**config.mk**
```make
export PLATFORM = sky130hd
export DESIGN_NAME = repeater_access_controller_top
export DESIGN_NICKNAME = d
export VERILOG_FILES = /design/src/sv/rac_pkg.sv /design/src/sv/repeater_access_controller_top.sv /design/src/sv/rac_peak_cell.sv /design/src/sv/rac_peak_chain.sv
export SDC_FILE = /design/constraint.sdc
export NUM_CORES = 1
export LEC_CHECK = 0
export ABC_CLOCK_PERIOD_IN_PS = 55300
export BUFFER_PORTS_ARGS = -buffer_cell sky130_fd_sc_hd__buf_2
export CAP_MARGIN = 25
export CORE_AREA = 5 5 323 325
export CTS_CLUSTER_DIAMETER = 120
export CTS_CLUSTER_SIZE = 30
export DETAILED_ROUTE_END_ITERATION = 12
export DIE_AREA = 0 0 328 330
export GPL_TIMING_DRIVEN = 0
export PLACE_DENSITY_LB_ADDON = 0.15
export SLEW_MARGIN = 20
export SYNTH_ARGS = -nofsm -noshare
export SYNTH_HDL_FRONTEND = slang
export SYNTH_SLANG_ARGS = --single-unit
```
**constraint.sdc**
```tcl
create_clock -name i_clk -period 55.3 [get_ports i_clk]
set_input_delay 16.59 -clock i_clk [delete_from_list [all_inputs] [get_ports i_clk]]
set_output_delay 16.59 -clock i_clk [all_outputs]
set_load 0.01 [all_outputs]
```
**src/sv/rac_pkg.sv**
```systemverilog
// Shared types, codes and sizes for the repeater access controller.
// Depends on nothing; every other file imports it.
package rac_pkg;

    // Peak store geometry and tone detect limits.
    localparam int PEAK_DEPTH = 16;
    localparam int MIN_FILL   = 10;
    localparam int OPEN_TICKS = 2;
    localparam int PEAK_IDX_W = $clog2(PEAK_DEPTH);
    localparam int FILL_W     = $clog2(PEAK_DEPTH + 1);

    // Field widths.
    localparam int FREQ_W = 14;
    localparam int MAG_W  = 32;
    localparam int LVL_W  = 12;
    localparam int TOL_W  = 11;
    localparam int CNT_W  = 8;
    localparam int CFG_W  = 32;
    localparam int IDX_W  = 4;

    // Item kinds.
    localparam logic [1:0] OP_PEAK   = 2'd0;
    localparam logic [1:0] OP_TICK   = 2'd1;
    localparam logic [1:0] OP_BUTTON = 2'd2;

    // Modes.
    localparam logic [1:0] MODE_IDLE   = 2'd0;
    localparam logic [1:0] MODE_OPEN   = 2'd1;
    localparam logic [1:0] MODE_REPEAT = 2'd2;
    localparam logic [1:0] MODE_CLOSE  = 2'd3;

    // Clip start pulse codes.
    localparam logic [1:0] CLIP_NONE  = 2'd0;
    localparam logic [1:0] CLIP_OPEN  = 2'd1;
    localparam logic [1:0] CLIP_CLOSE = 2'd2;

    // Register indexes.
    localparam logic [IDX_W-1:0] REG_SQUELCH   = 4'd0;
    localparam logic [IDX_W-1:0] REG_TONE_CTR  = 4'd1;
    localparam logic [IDX_W-1:0] REG_TONE_TOL  = 4'd2;
    localparam logic [IDX_W-1:0] REG_TONE_MAG  = 4'd3;
    localparam logic [IDX_W-1:0] REG_ANNOUNCE  = 4'd4;
    localparam logic [IDX_W-1:0] REG_HANG      = 4'd5;
    localparam logic [IDX_W-1:0] REG_RPT_EN    = 4'd6;
    localparam logic [IDX_W-1:0] REG_CTCSS_EN  = 4'd7;

    // Input beat.
    typedef struct packed {
        logic [1:0]              op;
        logic [FREQ_W-1:0]       peak_frequency;
        logic [MAG_W-1:0]        peak_magnitude;
        logic signed [LVL_W-1:0] volume_level;
        logic                    button_level;
    } t_in;

    // Output beat.
    typedef struct packed {
        logic [1:0] mode;
        logic       carrier_detect;
        logic       rx_led;
        logic       tx_led;
        logic       pass_input;
        logic       pass_player;
        logic       ctcss_on;
        logic [1:0] start_clip;
    } t_out;

    // Audio routing flags.
    typedef struct packed {
        logic rx_led;
        logic tx_led;
        logic pass_input;
        logic pass_player;
        logic ctcss_on;
    } t_route;

    // Sequencer to peak chain controls.
    typedef struct packed {
        logic load;
        logic scan_start;
        logic scan_step;
    } t_chain_ctrl;

    // Peak chain status back to the sequencer.
    typedef struct packed {
        logic hit;
        logic last;
    } t_chain_stat;

    // Tone detector settings.
    typedef struct packed {
        logic [FREQ_W-1:0] center;
        logic [TOL_W-1:0]  tolerance;
        logic [MAG_W-1:0]  mag_min;
    } t_tone_cfg;

endpackage

```
**src/sv/repeater_access_controller_top.sv**
```systemverilog
// Repeater access controller: mode sequencer, settings and output register.
// Peak, button and other beats give a registered result in the cycle after acceptance;
// a tick beat first rotates the peak chain in the scan state, then loads its result in the done state.
// One non-tick beat per cycle while the output is free; a tick holds off new beats until its result is loaded.
// Reset (synchronous, active low) restores all settings, idle mode and an empty peak store.
// Depends on rac_pkg and rac_peak_chain.
module repeater_access_controller_top (
    input  logic                      i_clk,
    input  logic                      i_rst_n,
    input  logic                      i_in_valid,
    output logic                      o_in_ready,
    input  rac_pkg::t_in              i_in_data,
    output logic                      o_out_valid,
    input  logic                      i_out_ready,
    output rac_pkg::t_out             o_out_data,
    input  logic                      i_cfg_we,
    input  logic [rac_pkg::IDX_W-1:0] i_cfg_idx,
    input  logic [rac_pkg::CFG_W-1:0] i_cfg_data
);
    import rac_pkg::*;

    localparam logic [1:0] ST_IDLE = 2'd0;
    localparam logic [1:0] ST_SCAN = 2'd1;
    localparam logic [1:0] ST_DONE = 2'd2;

    // Settings.
    logic signed [LVL_W-1:0] r_squelch;
    logic [FREQ_W-1:0]       r_tone_ctr;
    logic [TOL_W-1:0]        r_tone_tol;
    logic [MAG_W-1:0]        r_tone_mag;
    logic [CNT_W-1:0]        r_announce;
    logic [CNT_W-1:0]        r_hang;
    logic                    r_rpt_en;
    logic                    r_ctcss_en;

    // Sequencer state.
    logic [1:0]              r_state, n_state;
    logic [1:0]              r_mode, n_mode;
    logic [CNT_W-1:0]        r_cnt, n_cnt;
    logic                    r_carrier, n_carrier;
    logic                    r_btn, n_btn;
    t_route                  r_route, n_route;
    logic signed [LVL_W-1:0] r_vol;
    logic                    r_out_valid;
    t_out                    r_out;

    logic                    w_accept;
    logic                    w_out_free;
    logic                    w_load;
    logic [1:0]              w_clip;
    t_chain_ctrl             w_ctrl;
    t_chain_stat             w_stat;
    t_tone_cfg               w_tone_cfg;

    // Saturating tick counter step.
    function automatic logic [CNT_W-1:0] sat_inc(input logic [CNT_W-1:0] c);
        sat_inc = (c == '1) ? c : c + 1'b1;
    endfunction

    // Routing for a mode being entered.
    function automatic t_route route_for(input logic [1:0] m, input t_route cur,
                                         input logic ctcss_en);
        t_route r;
        r = cur;
        if (m == MODE_IDLE) begin
            r = '{rx_led: 1'b1, tx_led: 1'b0, pass_input: 1'b0,
                  pass_player: 1'b0, ctcss_on: 1'b0};
        end else begin
            r.rx_led      = 1'b0;
            r.tx_led      = 1'b1;
            r.pass_input  = (m == MODE_REPEAT);
            r.pass_player = (m != MODE_REPEAT);
            if (ctcss_en) begin
                r.ctcss_on = 1'b1;
            end
        end
        route_for = r;
    endfunction

    assign w_out_free = !r_out_valid || i_out_ready;
    assign o_in_ready = (r_state == ST_IDLE) && w_out_free;
    assign w_accept   = i_in_valid && o_in_ready;

    assign w_tone_cfg = '{center: r_tone_ctr, tolerance: r_tone_tol, mag_min: r_tone_mag};

    rac_peak_chain u_chain (
        .i_clk   (i_clk),
        .i_rst_n (i_rst_n),
        .i_ctrl  (w_ctrl),
        .i_freq  (i_in_data.peak_frequency),
        .i_mag   (i_in_data.peak_magnitude),
        .i_cfg   (w_tone_cfg),
        .o_stat  (w_stat)
    );

    // Next-state logic of the sequencer.
    always_comb begin
        logic [1:0]       tgt;
        logic             go;
        logic [CNT_W-1:0] c;
        n_state   = r_state;
        n_mode    = r_mode;
        n_cnt     = r_cnt;
        n_carrier = r_carrier;
        n_btn     = r_btn;
        n_route   = r_route;
        w_load    = 1'b0;
        w_clip    = CLIP_NONE;
        w_ctrl    = '0;
        tgt       = MODE_IDLE;
        go        = 1'b0;
        c         = r_cnt;

        case (r_state)
            ST_IDLE: begin
                if (w_accept) begin
                    case (i_in_data.op)
                        OP_PEAK: begin
                            w_ctrl.load = 1'b1;
                            w_load      = 1'b1;
                        end
                        OP_TICK: begin
                            w_ctrl.scan_start = 1'b1;
                            n_state           = ST_SCAN;
                        end
                        OP_BUTTON: begin
                            if (!r_btn && i_in_data.button_level) begin
                                go  = 1'b1;
                                tgt = MODE_OPEN;
                            end
                            n_btn  = i_in_data.button_level;
                            w_load = 1'b1;
                        end
                        default: begin
                            w_load = 1'b1;
                        end
                    endcase
                end
            end
            ST_SCAN: begin
                w_ctrl.scan_step = 1'b1;
                if (w_stat.last) begin
                    n_state = ST_DONE;
                end
            end
            ST_DONE: begin
                if (w_out_free) begin
                    n_carrier = (r_vol > r_squelch);
                    case (r_mode)
                        MODE_IDLE: begin
                            c = (w_stat.hit && n_carrier) ? sat_inc(r_cnt) : '0;
                            if (c >= CNT_W'(OPEN_TICKS)) begin
                                go  = 1'b1;
                                tgt = MODE_OPEN;
                                c   = '0;
                            end
                        end
                        MODE_OPEN: begin
                            c = sat_inc(r_cnt);
                            if (c > r_announce) begin
                                go  = 1'b1;
                                tgt = MODE_REPEAT;
                                c   = '0;
                            end
                        end
                        MODE_REPEAT: begin
                            c = !n_carrier ? sat_inc(r_cnt) : '0;
                            if (c > r_hang) begin
                                go  = 1'b1;
                                tgt = MODE_CLOSE;
                                c   = '0;
                            end
                        end
                        default: begin
                            c = sat_inc(r_cnt);
                            if (c > r_announce) begin
                                go  = 1'b1;
                                tgt = MODE_IDLE;
                                c   = '0;
                            end
                        end
                    endcase
                    n_cnt   = c;
                    w_load  = 1'b1;
                    n_state = ST_IDLE;
                end
            end
            default: begin
                n_state = ST_IDLE;
            end
        endcase

        // Mode entry, gated by the repeater enable.
        if (go && r_rpt_en) begin
            n_mode  = tgt;
            n_route = route_for(tgt, r_route, r_ctcss_en);
            if (tgt == MODE_OPEN) begin
                w_clip = CLIP_OPEN;
            end else if (tgt == MODE_CLOSE) begin
                w_clip = CLIP_CLOSE;
            end
        end

        // Turning the subtone setting off drops the subtone at once.
        if (i_cfg_we && (i_cfg_idx == REG_CTCSS_EN) && !i_cfg_data[0]) begin
            n_route.ctcss_on = 1'b0;
        end
    end

    // Settings registers.
    always_ff @(posedge i_clk) begin
        if (!i_rst_n) begin
            r_squelch  <= -LVL_W'(300);
            r_tone_ctr <= FREQ_W'(1750);
            r_tone_tol <= TOL_W'(100);
            r_tone_mag <= MAG_W'(100000);
            r_announce <= CNT_W'(3);
            r_hang     <= CNT_W'(10);
            r_rpt_en   <= 1'b1;
            r_ctcss_en <= 1'b0;
        end else if (i_cfg_we) begin
            case (i_cfg_idx)
                REG_SQUELCH:  r_squelch  <= signed'(i_cfg_data[LVL_W-1:0]);
                REG_TONE_CTR: r_tone_ctr <= i_cfg_data[FREQ_W-1:0];
                REG_TONE_TOL: r_tone_tol <= i_cfg_data[TOL_W-1:0];
                REG_TONE_MAG: r_tone_mag <= i_cfg_data[MAG_W-1:0];
                REG_ANNOUNCE: r_announce <= i_cfg_data[CNT_W-1:0];
                REG_HANG:     r_hang     <= i_cfg_data[CNT_W-1:0];
                REG_RPT_EN:   r_rpt_en   <= i_cfg_data[0];
                REG_CTCSS_EN: r_ctcss_en <= i_cfg_data[0];
                default: begin
                end
            endcase
        end
    end

    // Sequencer and output registers.
    always_ff @(posedge i_clk) begin
        if (!i_rst_n) begin
            r_state     <= ST_IDLE;
            r_mode      <= MODE_IDLE;
            r_cnt       <= '0;
            r_carrier   <= 1'b0;
            r_btn       <= 1'b1;
            r_route     <= '{rx_led: 1'b1, tx_led: 1'b0, pass_input: 1'b0,
                             pass_player: 1'b0, ctcss_on: 1'b0};
            r_out_valid <= 1'b0;
        end else begin
            r_state   <= n_state;
            r_mode    <= n_mode;
            r_cnt     <= n_cnt;
            r_carrier <= n_carrier;
            r_btn     <= n_btn;
            r_route   <= n_route;
            if (w_load) begin
                r_out_valid <= 1'b1;
            end else if (i_out_ready) begin
                r_out_valid <= 1'b0;
            end
        end
    end

    // Result payload and the latched tick volume.
    always_ff @(posedge i_clk) begin
        if (w_accept && (i_in_data.op == OP_TICK)) begin
            r_vol <= i_in_data.volume_level;
        end
        if (w_load) begin
            r_out.mode           <= n_mode;
            r_out.carrier_detect <= n_carrier;
            r_out.rx_led         <= n_route.rx_led;
            r_out.tx_led         <= n_route.tx_led;
            r_out.pass_input     <= n_route.pass_input;
            r_out.pass_player    <= n_route.pass_player;
            r_out.ctcss_on       <= n_route.ctcss_on;
            r_out.start_clip     <= w_clip;
        end
    end

    assign o_out_valid = r_out_valid;
    assign o_out_data  = r_out;

endmodule

```
**src/sv/rac_peak_cell.sv**
```systemverilog
// One storage cell of the peak chain: a frequency and magnitude pair.
// Depends on rac_pkg.
module rac_peak_cell (
    input  logic                       i_clk,
    input  logic                       i_en,
    input  logic [rac_pkg::FREQ_W-1:0] i_freq,
    input  logic [rac_pkg::MAG_W-1:0]  i_mag,
    output logic [rac_pkg::FREQ_W-1:0] o_freq,
    output logic [rac_pkg::MAG_W-1:0]  o_mag
);
    import rac_pkg::*;

    logic [FREQ_W-1:0] r_freq;
    logic [MAG_W-1:0]  r_mag;

    // Take the entry at the cell input whenever the chain moves.
    always_ff @(posedge i_clk) begin
        if (i_en) begin
            r_freq <= i_freq;
            r_mag  <= i_mag;
        end
    end

    assign o_freq = r_freq;
    assign o_mag  = r_mag;

endmodule

```
**src/sv/rac_peak_chain.sv**
```systemverilog
// Row of peak cells with the tone detector at its tail.
// New peaks shift in at the head; a scan rotates the row once through the tail.
// Depends on rac_pkg and rac_peak_cell.
module rac_peak_chain (
    input  logic                       i_clk,
    input  logic                       i_rst_n,
    input  rac_pkg::t_chain_ctrl       i_ctrl,
    input  logic [rac_pkg::FREQ_W-1:0] i_freq,
    input  logic [rac_pkg::MAG_W-1:0]  i_mag,
    input  rac_pkg::t_tone_cfg         i_cfg,
    output rac_pkg::t_chain_stat       o_stat
);
    import rac_pkg::*;

    localparam int SUM_W = FILL_W + 1;
    localparam int TONE_W = FREQ_W + 2;

    logic [FREQ_W-1:0] w_freq [PEAK_DEPTH];
    logic [MAG_W-1:0]  w_mag  [PEAK_DEPTH];
    logic [FREQ_W-1:0] w_head_freq;
    logic [MAG_W-1:0]  w_head_mag;
    logic              w_move;

    logic [FILL_W-1:0]         r_fill;
    logic [PEAK_IDX_W-1:0]     r_scan_idx;
    logic                      r_hit;
    logic signed [TONE_W-1:0]  r_lo;
    logic signed [TONE_W-1:0]  r_hi;
    logic                      r_enough;

    logic signed [TONE_W-1:0]  w_tail_f;
    logic                      w_tail_written;
    logic                      w_match;

    // Head input: a new peak on load, the tail entry on rotation.
    assign w_move      = i_ctrl.load | i_ctrl.scan_step;
    assign w_head_freq = i_ctrl.load ? i_freq : w_freq[PEAK_DEPTH-1];
    assign w_head_mag  = i_ctrl.load ? i_mag  : w_mag[PEAK_DEPTH-1];

    genvar g;
    generate
        for (g = 0; g < PEAK_DEPTH; g++) begin : g_cell
            if (g == 0) begin : g_head
                rac_peak_cell u_cell (
                    .i_clk  (i_clk),
                    .i_en   (w_move),
                    .i_freq (w_head_freq),
                    .i_mag  (w_head_mag),
                    .o_freq (w_freq[g]),
                    .o_mag  (w_mag[g])
                );
            end else begin : g_body
                rac_peak_cell u_cell (
                    .i_clk  (i_clk),
                    .i_en   (w_move),
                    .i_freq (w_freq[g-1]),
                    .i_mag  (w_mag[g-1]),
                    .o_freq (w_freq[g]),
                    .o_mag  (w_mag[g])
                );
            end
        end
    endgenerate

    // Tone window bounds, kept up to date from the settings.
    always_ff @(posedge i_clk) begin
        r_lo <= signed'(TONE_W'(i_cfg.center)) - signed'(TONE_W'(i_cfg.tolerance));
        r_hi <= signed'(TONE_W'(i_cfg.center)) + signed'(TONE_W'(i_cfg.tolerance));
        r_enough <= (32'(r_fill) >= 32'(MIN_FILL));
    end

    // At scan step s the tail holds the entry that sat in cell DEPTH-1-s.
    assign w_tail_f       = signed'(TONE_W'(w_freq[PEAK_DEPTH-1]));
    assign w_tail_written = (SUM_W'(r_fill) + SUM_W'(r_scan_idx)) >= SUM_W'(PEAK_DEPTH);
    assign w_match        = w_tail_written && (w_tail_f < r_hi) && (w_tail_f > r_lo)
                            && (w_mag[PEAK_DEPTH-1] > i_cfg.mag_min);

    // Fill count, scan position and hit accumulator.
    always_ff @(posedge i_clk) begin
        if (!i_rst_n) begin
            r_fill     <= '0;
            r_scan_idx <= '0;
            r_hit      <= 1'b0;
        end else begin
            if (i_ctrl.load && (r_fill != FILL_W'(PEAK_DEPTH))) begin
                r_fill <= r_fill + 1'b1;
            end
            if (i_ctrl.scan_start) begin
                r_scan_idx <= '0;
                r_hit      <= 1'b0;
            end else if (i_ctrl.scan_step) begin
                r_scan_idx <= r_scan_idx + 1'b1;
                r_hit      <= r_hit | w_match;
            end
        end
    end

    assign o_stat.hit  = r_hit & r_enough;
    assign o_stat.last = (r_scan_idx == PEAK_IDX_W'(PEAK_DEPTH - 1));

endmodule
```
==> results of run 1 <==
-- power by group --
group          leakage [nW]  switching (mW)  internal (mW)  total [mW]
clock                 0.551           0.206          0.139       0.345
sequential             8.23          0.0105          0.781       0.791
combinational          4.08          0.0414         0.0245      0.0659
total                  12.9           0.258          0.944        1.20
-- layout make-up --
cell class                      count  area, µm²  share of cell area (%)
Sequential cell                   905      25700                    70.3
Multi-Input combinational cell    908       5740                    15.7
Tap cell                         1368       1710                    4.68
Timing Repair Buffer              153       1590                    4.33
Clock buffer                       58       1030                    2.80
Inverter                          130        488                    1.33
Buffer                             47        188                   0.513
Clock inverter                      8        128                   0.349
Antenna cell                        2       5.00                  0.0137
-- through the flow --
stage / cell area, µm² / hold slack [ns] / util, % / instances / power, mW
after floorplan: 32100 / 0.400 / - / 1990 / 0.924
after global placement: 34400 / 0.401 / 34.0 / 3467 / 0.979
after detailed placement: 35400 / 0.405 / 35.0 / 3510 / 0.874
after CTS: 36600 / 0.395 / 36.1 / 3576 / 1.23
after global routing: 36600 / 0.393 / 36.2 / 3578 / 1.26
final: 36600 / 0.400 / 36.2 / 3579 / 1.20
-- cells in the final DEF (no fill, tap or decap), types with 32 or more instances in the layout --
master	instances
dfxtp_1	147
buf_2	110
inv_1	128
buf_16	32
clkbuf_1	56
nor2_1	89
edfxtp_1	758
nand2_1	286
ha_1	118
clkbuf_16	38
a21oi_1	93
-- sequential cells by signal, summed over array words and instances (netlist names), 10 cells and up --
signal,flops
u_chain.g_cell.g_head.u_cell.o_freq,14
u_chain.g_cell.g_body.u_cell.o_freq,210
o_out_data,10
r_tone_ctr,14
u_chain.g_cell.g_head.u_cell.o_mag,32
u_chain.r_hi,14
r_tone_tol,11
r_vol,12
u_chain.g_cell.g_body.u_cell.o_mag,480
r_tone_mag,32
u_chain.r_lo,15
r_squelch,12
-- layer usage --
layer / routed length, µm / global-route usage, % / vias up / share of wire, %
met2: 27600 / 17.3 / 233 / 44
met3: 2780 / 2.45 / 82 / 4.4
met1: 31000 / 16.4 / 8014 / 49
met4: 1490 / 3.02 / 8 / 2.4
li1: - / - / 7620 / -
met5: 61 / 0 / - / 0.097
-- cell families after synthesis --
group	after synthesis	synth area share, %
flops	905	80.1
simple gates	508	6.96
compound gates	221	4.40
buf+inv	177	2.10
fa+ha+maj	120	4.72
mux	31	0.967
xor+xnor	28	0.764
-- final timing paths --
| path | startpoint | end | slack [ns] | cells after the start |
|---|---|---|---|---|
| max reg2reg | o_out_valid | u_chain.g_cell[7].g_body.u_cell.o_mag[21] | 50.23 | 20 |
| min reg2reg | u_chain.g_cell[12].g_body.u_cell.o_mag[19] | u_chain.g_cell[13].g_body.u_cell.o_mag[19] | 0.40 | 0 |
| max | i_out_ready | o_in_ready | 21.34 | 4 |
| min | u_chain.g_cell[12].g_body.u_cell.o_mag[19] | u_chain.g_cell[13].g_body.u_cell.o_mag[19] | 0.40 | 0 |
==> reports/metrics.yaml, run 1 <==
synth-seq-cells: 905
hold_path.class: "reg -> reg"
area_growth_syn_to_layout_pct: 14.0
worst_slack_ns: 21.34
start_kind: "primary input"
die_h_um: 330
max-cap-violations: 0
cpPeakStageDelay_ns: 0.40
io_pins: 114
synth-edff-count: 758
grt_pass1_vias: 15900
yosysSeqAreaShare_pct: 80.1
ys.warnings.count: 0
grt_max_degree: 32
clock_skew_ns: 0.0402
synth_area_leaders: "edfxtp_1, dfxtp_1, ha_1"
synthCells: 1990
drt_iter0_markers: 1199
numCtsBuffers: 37
synth_common_cells: "edfxtp_1, nand2_1, dfxtp_1"
start_util_pct: 31.7
synth_top_area_share_pct: 70.9
hold_buffers: 0
slew_viol_final: 0
clk_pin_slew_worst_paths_ns: 0.11
dr_total_vias: 16000
status: "finished clean"
final_nets: 2404
cp_num_buf_inv: 2
vdd_drop_max_uv: 19.8
synthFlopType: "edfxtp_1"
routed_wl_mm: 63.0
max_clock_freq_mhz: 29.4
power.density_nw_per_um2: 32.9
cp.arrival_ns: 17.37
hold_violations: 0
rsz0062_at_grt: "false"
ant_nets: 0
cts.path.max_buffers: 3
filler_cell_count: 9537
layout-drive-gt1-share_pct: 10.0
tightest_slew_ns: 0.846
cts.repair.resized: 0
dpl.hpwl_mm: 44.0
cts.sinks: 905
grt_pass1_wl_mm: 95.0
cts_root_buf: "clkbuf_16"
portBuffers: 109
synth_fp_nets: 2212
tritoncts: "yes"
finalCritPeriodShare_pct: 61.4
end_kind: "output port"
p_leak_nw: 12.9
setup_viol: 0
crit_required_ns: 38.71
antenna_found_initial: 7
ys_async_sr_fraction_pct: 0
chipWidth_um: 328
relSlewSlack_pct: 42.9
wl_per_cell_um: 17.6
core_area_um2: 101000
critPathTopFamily: "simple AND/OR/NAND/NOR gates"
min_period_ns: 33.96
yosysMostFrequentCell: "edfxtp_1"
ys_types: 68
rows: 117
worstPathMaxFanout: 6
synth_area_um2: 32100
drc: 0
grt_overflow: 0
place.gp.congestion: 0.809
setup_tns_ns: 0
critPathSlowestCell: "nor2b_1"
crit_type: "in -> out"
yosysTopAreaCell: "edfxtp_1"
drtPass1Iterations: 5
cts_max_level: 2
crit_chain: "buf_2 -> nor2b_1 -> nor3_1 -> buf_2"
dieArea_um2: 108000
post_cts_buffers: 0
crit_path_frequent_cell: "buf_2"
pre_cts_slack_ns: 21.32
grt_usage_pct: 11.3
clk_latency_ns: 0.61
via_per_inst: 4.46
postSynthAreaPerCell_um2: 16.1
Note: power is estimated with default switching activity, not from simulation.
==> run 2, diff against run 1 <==
Settings changed: ABC_CLOCK_PERIOD_IN_PS 55300 to 28000.
Clock period 55.3 ns to 28 ns, I/O delays scaled along.
==> reports/metrics.yaml, run 2 (same netlist as run 1, synthesis figures left out) <==
status: "finished clean"  # unchanged
place.gp.congestion: 0.825  # was 0.809
die_h_um: 330  # unchanged
layout_common_cells: "edfxtp_1, nand2_1, dfxtp_1"  # unchanged
cp.arrival_ns: 9.21  # was 17.37 ns
core_area_um2: 101000  # unchanged
end_kind: "output port"  # unchanged
dpl.hpwl_mm: 44.1  # was 44.0 mm
dp.cells: 3506  # was 3510
tightest_slew_ns: 0.837  # was 0.846 ns
drt_iter0_markers: 1165  # was 1199
crit_type: "in -> out"  # unchanged
start_kind: "primary input"  # unchanged
clk_latency_ns: 0.60  # was 0.61 ns
cts.sinks: 905  # unchanged
hold_buffers: 0  # unchanged
hold_violations: 0  # unchanged
cts.repair.resized: 0  # unchanged
final_nets: 2400  # was 2404
area_growth_syn_to_layout_pct: 13.8  # was 14.0%
via_per_inst: 4.44  # was 4.46
final_area_um2: 36500  # was 36600 µm²
power.density_nw_per_um2: 64.7  # was 32.9 nW/µm²
numCtsBuffers: 37  # unchanged
instances_no_fill: 3575  # was 3579
routed_wl_mm: 62.8  # was 63.0 mm
ant_nets: 0  # unchanged
dr_wl_met2_mm: 27.5  # was 27.6 mm
p_leak_nw: 12.8  # was 12.9 nW
rsz0062_at_grt: "false"  # unchanged
io_pins: 114  # unchanged
setup_tns_ns: 0  # unchanged
cts_root_buf: "clkbuf_16"  # unchanged
grt_max_degree: 32  # unchanged
vdd_drop_max_uv: 49.2  # was 19.8 µV
crit_required_ns: 19.60  # was 38.71 ns
cts_max_level: 2  # unchanged
setup_viol: 0  # unchanged
finalCritPeriodShare_pct: 62.9
min_period_ns: 17.61
drtPass1Iterations: 5  # unchanged
max_clock_freq_mhz: 56.8
wl_per_cell_um: 17.6  # about the same
grt_overflow: 0  # unchanged
slew_viol_final: 0  # unchanged
grt_pass1_vias: 15600  # was 15900
layout_commonest_cell: "edfxtp_1"  # unchanged
grt_pass1_wl_mm: 94.2  # was 95.0 mm
antenna_found_initial: 7  # unchanged
max-cap-violations: 0  # unchanged
clock_skew_ns: 0.0261  # was 0.0402 ns
portBuffers: 109  # unchanged
largest_reg_flops: 480  # unchanged
hold_path.class: "reg -> reg"  # unchanged
wl_met1_mm: 31.5  # was 31.0 mm
post_dp_cell_area_um2: 35400  # about the same
dieArea_um2: 108000  # unchanged
clk_pin_slew_worst_paths_ns: 0.11  # about the same
wl_met3_mm: 2.44  # was 2.78 mm
worstPathMaxFanout: 6  # unchanged
tritoncts: "yes"  # unchanged
highest_layer: "met5"  # unchanged
cts.path.max_buffers: 3  # unchanged
grt_usage_pct: 11.2  # was 11.3%
start_util_pct: 31.7  # unchanged
dr_total_vias: 15900  # was 16000
layout-drive-gt1-share_pct: 9.75  # was 10.0%
chipWidth_um: 328  # unchanged
relSlewSlack_pct: 43.8  # was 42.9%
drc: 0  # unchanged
rows: 117  # unchanged
post_cts_buffers: 0  # unchanged
## run 2: changes by cell type in the layout (fill, tap and decap cells not counted), moves of 2 or more
| cell | previous run | this run |
|---|---|---|
| buf_8 | 7 | 2 |
| inv_6 | 2 | 0 |
| clkbuf_1 | 56 | 59 |
| buf_16 | 32 | 34 |
## run 2: layout make-up
| class | count | area [µm²] |
|---|---|---|
| antenna | 1 | 2.50 |
| multi-input combinational | 908 | 5740 |
| fill | 9576 | 64600 |
| buffer | 47 | 188 |
| tap | 1368 | 1710 |
| sequential | 905 | 25700 |
| inverter | 130 | 488 |
| timing repair buffer | 149 | 1560 |
| clock buffer | 61 | 1040 |
| clock inverter | 6 | 91.3 |
## run 2: final timing paths
check                                                 start                                        end  slack, ns  depth (start not counted)
setup / recovery                                i_out_ready                                 o_in_ready      10.39                          4
hold / removal    u_chain.g_cell[4].g_body.u_cell.o_mag[27]  u_chain.g_cell[5].g_body.u_cell.o_mag[27]       0.40                          0
setup reg to reg                                o_out_valid  u_chain.g_cell[1].g_body.u_cell.o_mag[21]      23.06                         17
hold reg to reg   u_chain.g_cell[4].g_body.u_cell.o_mag[27]  u_chain.g_cell[5].g_body.u_cell.o_mag[27]       0.40                          0
## run 2: critical path, stage by stage
cell     delay [ns]
buf_2          0.09
nor2b_1        0.42
nor3_1         0.12
buf_2          0.17
## run 2: power breakdown
group          internal (mW)  switching [mW]  total [mW]
Combinational         0.0478          0.0820       0.130
Sequential              1.54          0.0207        1.56
Clock                  0.266           0.404       0.670
Total                   1.86           0.507        2.36
## run 2: per-layer routing
| layer | vias to the layer above | global-route usage (%) |
|---|---|---|
| met5 | - | 0 |
| met4 | 8 | 2.72 |
| met3 | 67 | 2.14 |
| met2 | 193 | 17.3 |
| met1 | 7991 | 16.5 |
| li1 | 7598 | - |
## run 2: metrics by stage
stage          utilization (%)  hold WS [ns]  total power, mW  setup slack, ns
2_1_floorplan                -         0.400             1.71             7.67
3_3_place_gp              34.0         0.401             1.77             1.25
3_5_place_dp              35.0         0.405             1.73            10.41
4_1_cts                   36.1         0.401             2.41            10.40
5_1_grt                   36.1         0.400             2.47            10.31
6_report                  36.1         0.401             2.36            10.39
==> run 3, diff against run 2 <==
Settings changed: ABC_AREA set to 1, ABC_CLOCK_PERIOD_IN_PS 28000 to 15600.
Clock period 28 ns to 15.6 ns, I/O delays scaled along.
==> reports/metrics.yaml, run 3 <==
status: "finished clean"  # unchanged
layout_commonest_cell: "edfxtp_1"  # unchanged
die_h_um: 330  # unchanged
synth_top_area_share_pct: 71.2  # was 70.9%
tritoncts: "yes"  # unchanged
postSynthAreaPerCell_um2: 15.7  # was 16.1 µm²
largest_reg_flops: 480  # unchanged
dp.cells: 3527  # was 3506
drc: 0  # unchanged
crit_chain: "buf_2 -> nor2_1 -> nor3_2 -> buf_2"  # was buf_2 -> nor2b_1 -> nor3_1 -> buf_2
rsz0062_at_grt: "false"  # unchanged
dpl.hpwl_mm: 41.8  # was 44.1 mm
vdd_drop_max_uv: 59.0  # was 49.2 µV
tightest_slew_ns: 0.905  # was 0.837 ns
drtPass1Iterations: 5  # unchanged
final_nets: 2420  # was 2400
area_growth_syn_to_layout_pct: 11.6  # was 13.8%
synth-edff-count: 758  # unchanged
slew_viol_final: 0  # unchanged
pwr-share-seq_pct: 66.2  # about the same
switching_share_pct: 21.6  # was 21.4%
chipWidth_um: 328  # unchanged
routed_wl_mm: 61.8  # was 62.8 mm
grt_pass1_wl_mm: 92.5  # was 94.2 mm
grt_usage_pct: 11.0  # was 11.2%
rr_startpoint: "o_out_valid"  # unchanged
place.gp.congestion: 0.798  # was 0.825
grt_overflow: 0  # unchanged
cts_root_buf: "clkbuf_16"  # unchanged
cts.path.max_buffers: 3  # unchanged
crit_path_frequent_cell: "buf_2"  # unchanged
start_kind: "primary input"  # unchanged
setup_viol: 0  # unchanged
instances_no_fill: 3601  # was 3575
crit_required_ns: 10.92  # was 19.60 ns
power_switching_uw: 914  # was 507 µW
antenna_found_initial: 13  # was 7
start_util_pct: 31.6  # was 31.7%
yosysTopAreaCell: "edfxtp_1"  # unchanged
synth-seq-cells: 905  # unchanged
finalCritPeriodShare_pct: 64.3
clk_latency_ns: 0.61  # was 0.60 ns
ant_nets: 0  # unchanged
critPathSlowestCell: "nor2_1"  # was nor2b_1
synth_area_um2: 32000  # was 32100 µm²
synth_fp_nets: 2260  # was 2212
portBuffers: 113  # was 109
cts_max_level: 2  # unchanged
rows: 117  # unchanged
hold_buffers: 0  # unchanged
cts.repair.resized: 0  # unchanged
pwr-share-comb_pct: 4.8  # was 5.5%
synth_common_cells: "edfxtp_1, nand2_1, inv_1"  # was edfxtp_1, nand2_1, dfxtp_1
min_period_ns: 10.03
ys.warnings.count: 0  # unchanged
clock_skew_ns: 0.0282  # was 0.0261 ns
core_area_um2: 101000  # unchanged
numCtsBuffers: 37  # unchanged
hold_path.class: "reg -> reg"  # unchanged
max_clock_freq_mhz: 99.7
power.share.clock_pct: 29.0  # was 28.3%
ys_types: 48  # was 68
clk_pin_slew_worst_paths_ns: 0.11  # about the same
wl_per_cell_um: 17.2  # was 17.6 µm
synthFlopType: "edfxtp_1"  # unchanged
post_cts_buffers: 0  # unchanged
setup_tns_ns: 0  # unchanged
yosysSeqAreaShare_pct: 80.4  # was 80.1%
crit_type: "in -> out"  # unchanged
ys_async_sr_fraction_pct: 0  # unchanged
grt_pass1_vias: 15600  # about the same
cp.arrival_ns: 5.35  # was 9.21 ns
dr_total_vias: 15800  # was 15900
worstPathMaxFanout: 4  # was 6
max-cap-violations: 0  # unchanged
end_kind: "output port"  # unchanged
synth_area_leaders: "edfxtp_1, dfxtp_1, ha_1"  # unchanged
p_leak_nw: 12.8  # about the same
layout-drive-gt1-share_pct: 9.52  # was 9.75%
via_per_inst: 4.39  # was 4.44
final_util_pct: 35.2  # was 36.1%
cts.sinks: 905  # unchanged
cpPeakStageDelay_ns: 0.31  # was 0.42 ns
dieArea_um2: 108000  # unchanged
yosysMostFrequentCell: "edfxtp_1"  # unchanged
worstHoldStart: "u_chain.g_cell[2].g_body.u_cell.o_mag[25]"  # was u_chain.g_cell[4].g_body.u_cell.o_mag[27]
filler_cell_count: 9652  # was 9576
grt_max_degree: 105  # was 32
power.density_nw_per_um2: 119  # was 64.7 nW/µm²
crit_start: "i_out_ready"  # unchanged
hold_violations: 0  # unchanged
io_pins: 114  # unchanged
cell_internal_pwr_mw: 3.33  # was 1.86 mW
synthCells: 2038  # was 1990
relSlewSlack_pct: 39.3  # was 43.8%
layout_common_cells: "edfxtp_1, nand2_1, inv_1"  # was edfxtp_1, nand2_1, dfxtp_1
drt_iter0_markers: 1496  # was 1165
-- run 3: area by class of cell --
class	instances	area [µm²]	area share (%)
Clock buffer	63	1100	3.08
Clock inverter	5	71.3	0.200
Multi-Input combinational cell	887	5340	15.0
Tap cell	1368	1710	4.80
Buffer	38	144	0.404
Antenna cell	6	15.0	0.0421
Sequential cell	905	25700	72.1
Timing Repair Buffer	121	786	2.20
Inverter	208	782	2.19
-- run 3: final timing paths --
kind / endpoint / slack [ns] / depth (start not counted)
setup / recovery: o_in_ready / 5.57 / 4
hold / removal: u_chain.g_cell[3].g_body.u_cell.o_mag[25] / 0.41 / 0
hold reg to reg: u_chain.g_cell[3].g_body.u_cell.o_mag[25] / 0.41 / 0
setup reg to reg: u_chain.g_cell[2].g_body.u_cell.o_mag[22] / 11.10 / 11
-- run 3: critical path, delay by kind of cell --
kind / cells / cell delay, ns
buffers and inverters: 2 / 0.25
and+or+nand+nor: 2 / 0.42
-- run 3: per-layer routing --
layer  wire length (µm)  share of wire [%]  track usage, %  vias up
met5                 39              0.063               0        -
met4               1380                2.2            3.04        6
met3               3190                5.2            2.54       66
met2              27400                 44            16.9      231
met1              29800                 48            15.9     7945
li1                   -                  -               -     7570
-- run 3: stage by stage --
stage                     setup slack (ns)  hold slack (ns)  total power [mW]  instance area (µm²)
after floorplan                      0.453            0.400              3.03                32000
after CTS                             5.54            0.415              4.33                35600
after global routing                  5.50            0.413              4.43                35600
final                                 5.57            0.413              4.24                35700
after global placement               -3.83            0.400              3.14                34200
after detailed placement              5.55            0.405              3.07                34500
-- run 3: cell families after synthesis --
kind of cell | Yosys count | synth area share, %
AOI/OAI and AO/OA | 290 | 5.04
xor gates and xnor gates | 30 | 0.822
adders and majority gates | 120 | 4.75
buffers and inverters | 246 | 2.89
DFF | 905 | 80.4
and+or+nand+nor | 447 | 6.07
-- run 3: power by group through the flow --
stage / Combinational, mW / Clock, mW / Sequential, mW
after global routing: 0.229 / 1.38 / 2.82
after detailed placement: 0.208 / 0 / 2.86
after floorplan: 0.116 / 0 / 2.92
after global placement: 0.189 / 0 / 2.95
after CTS: 0.209 / 1.30 / 2.81
final: 0.202 / 1.23 / 2.81
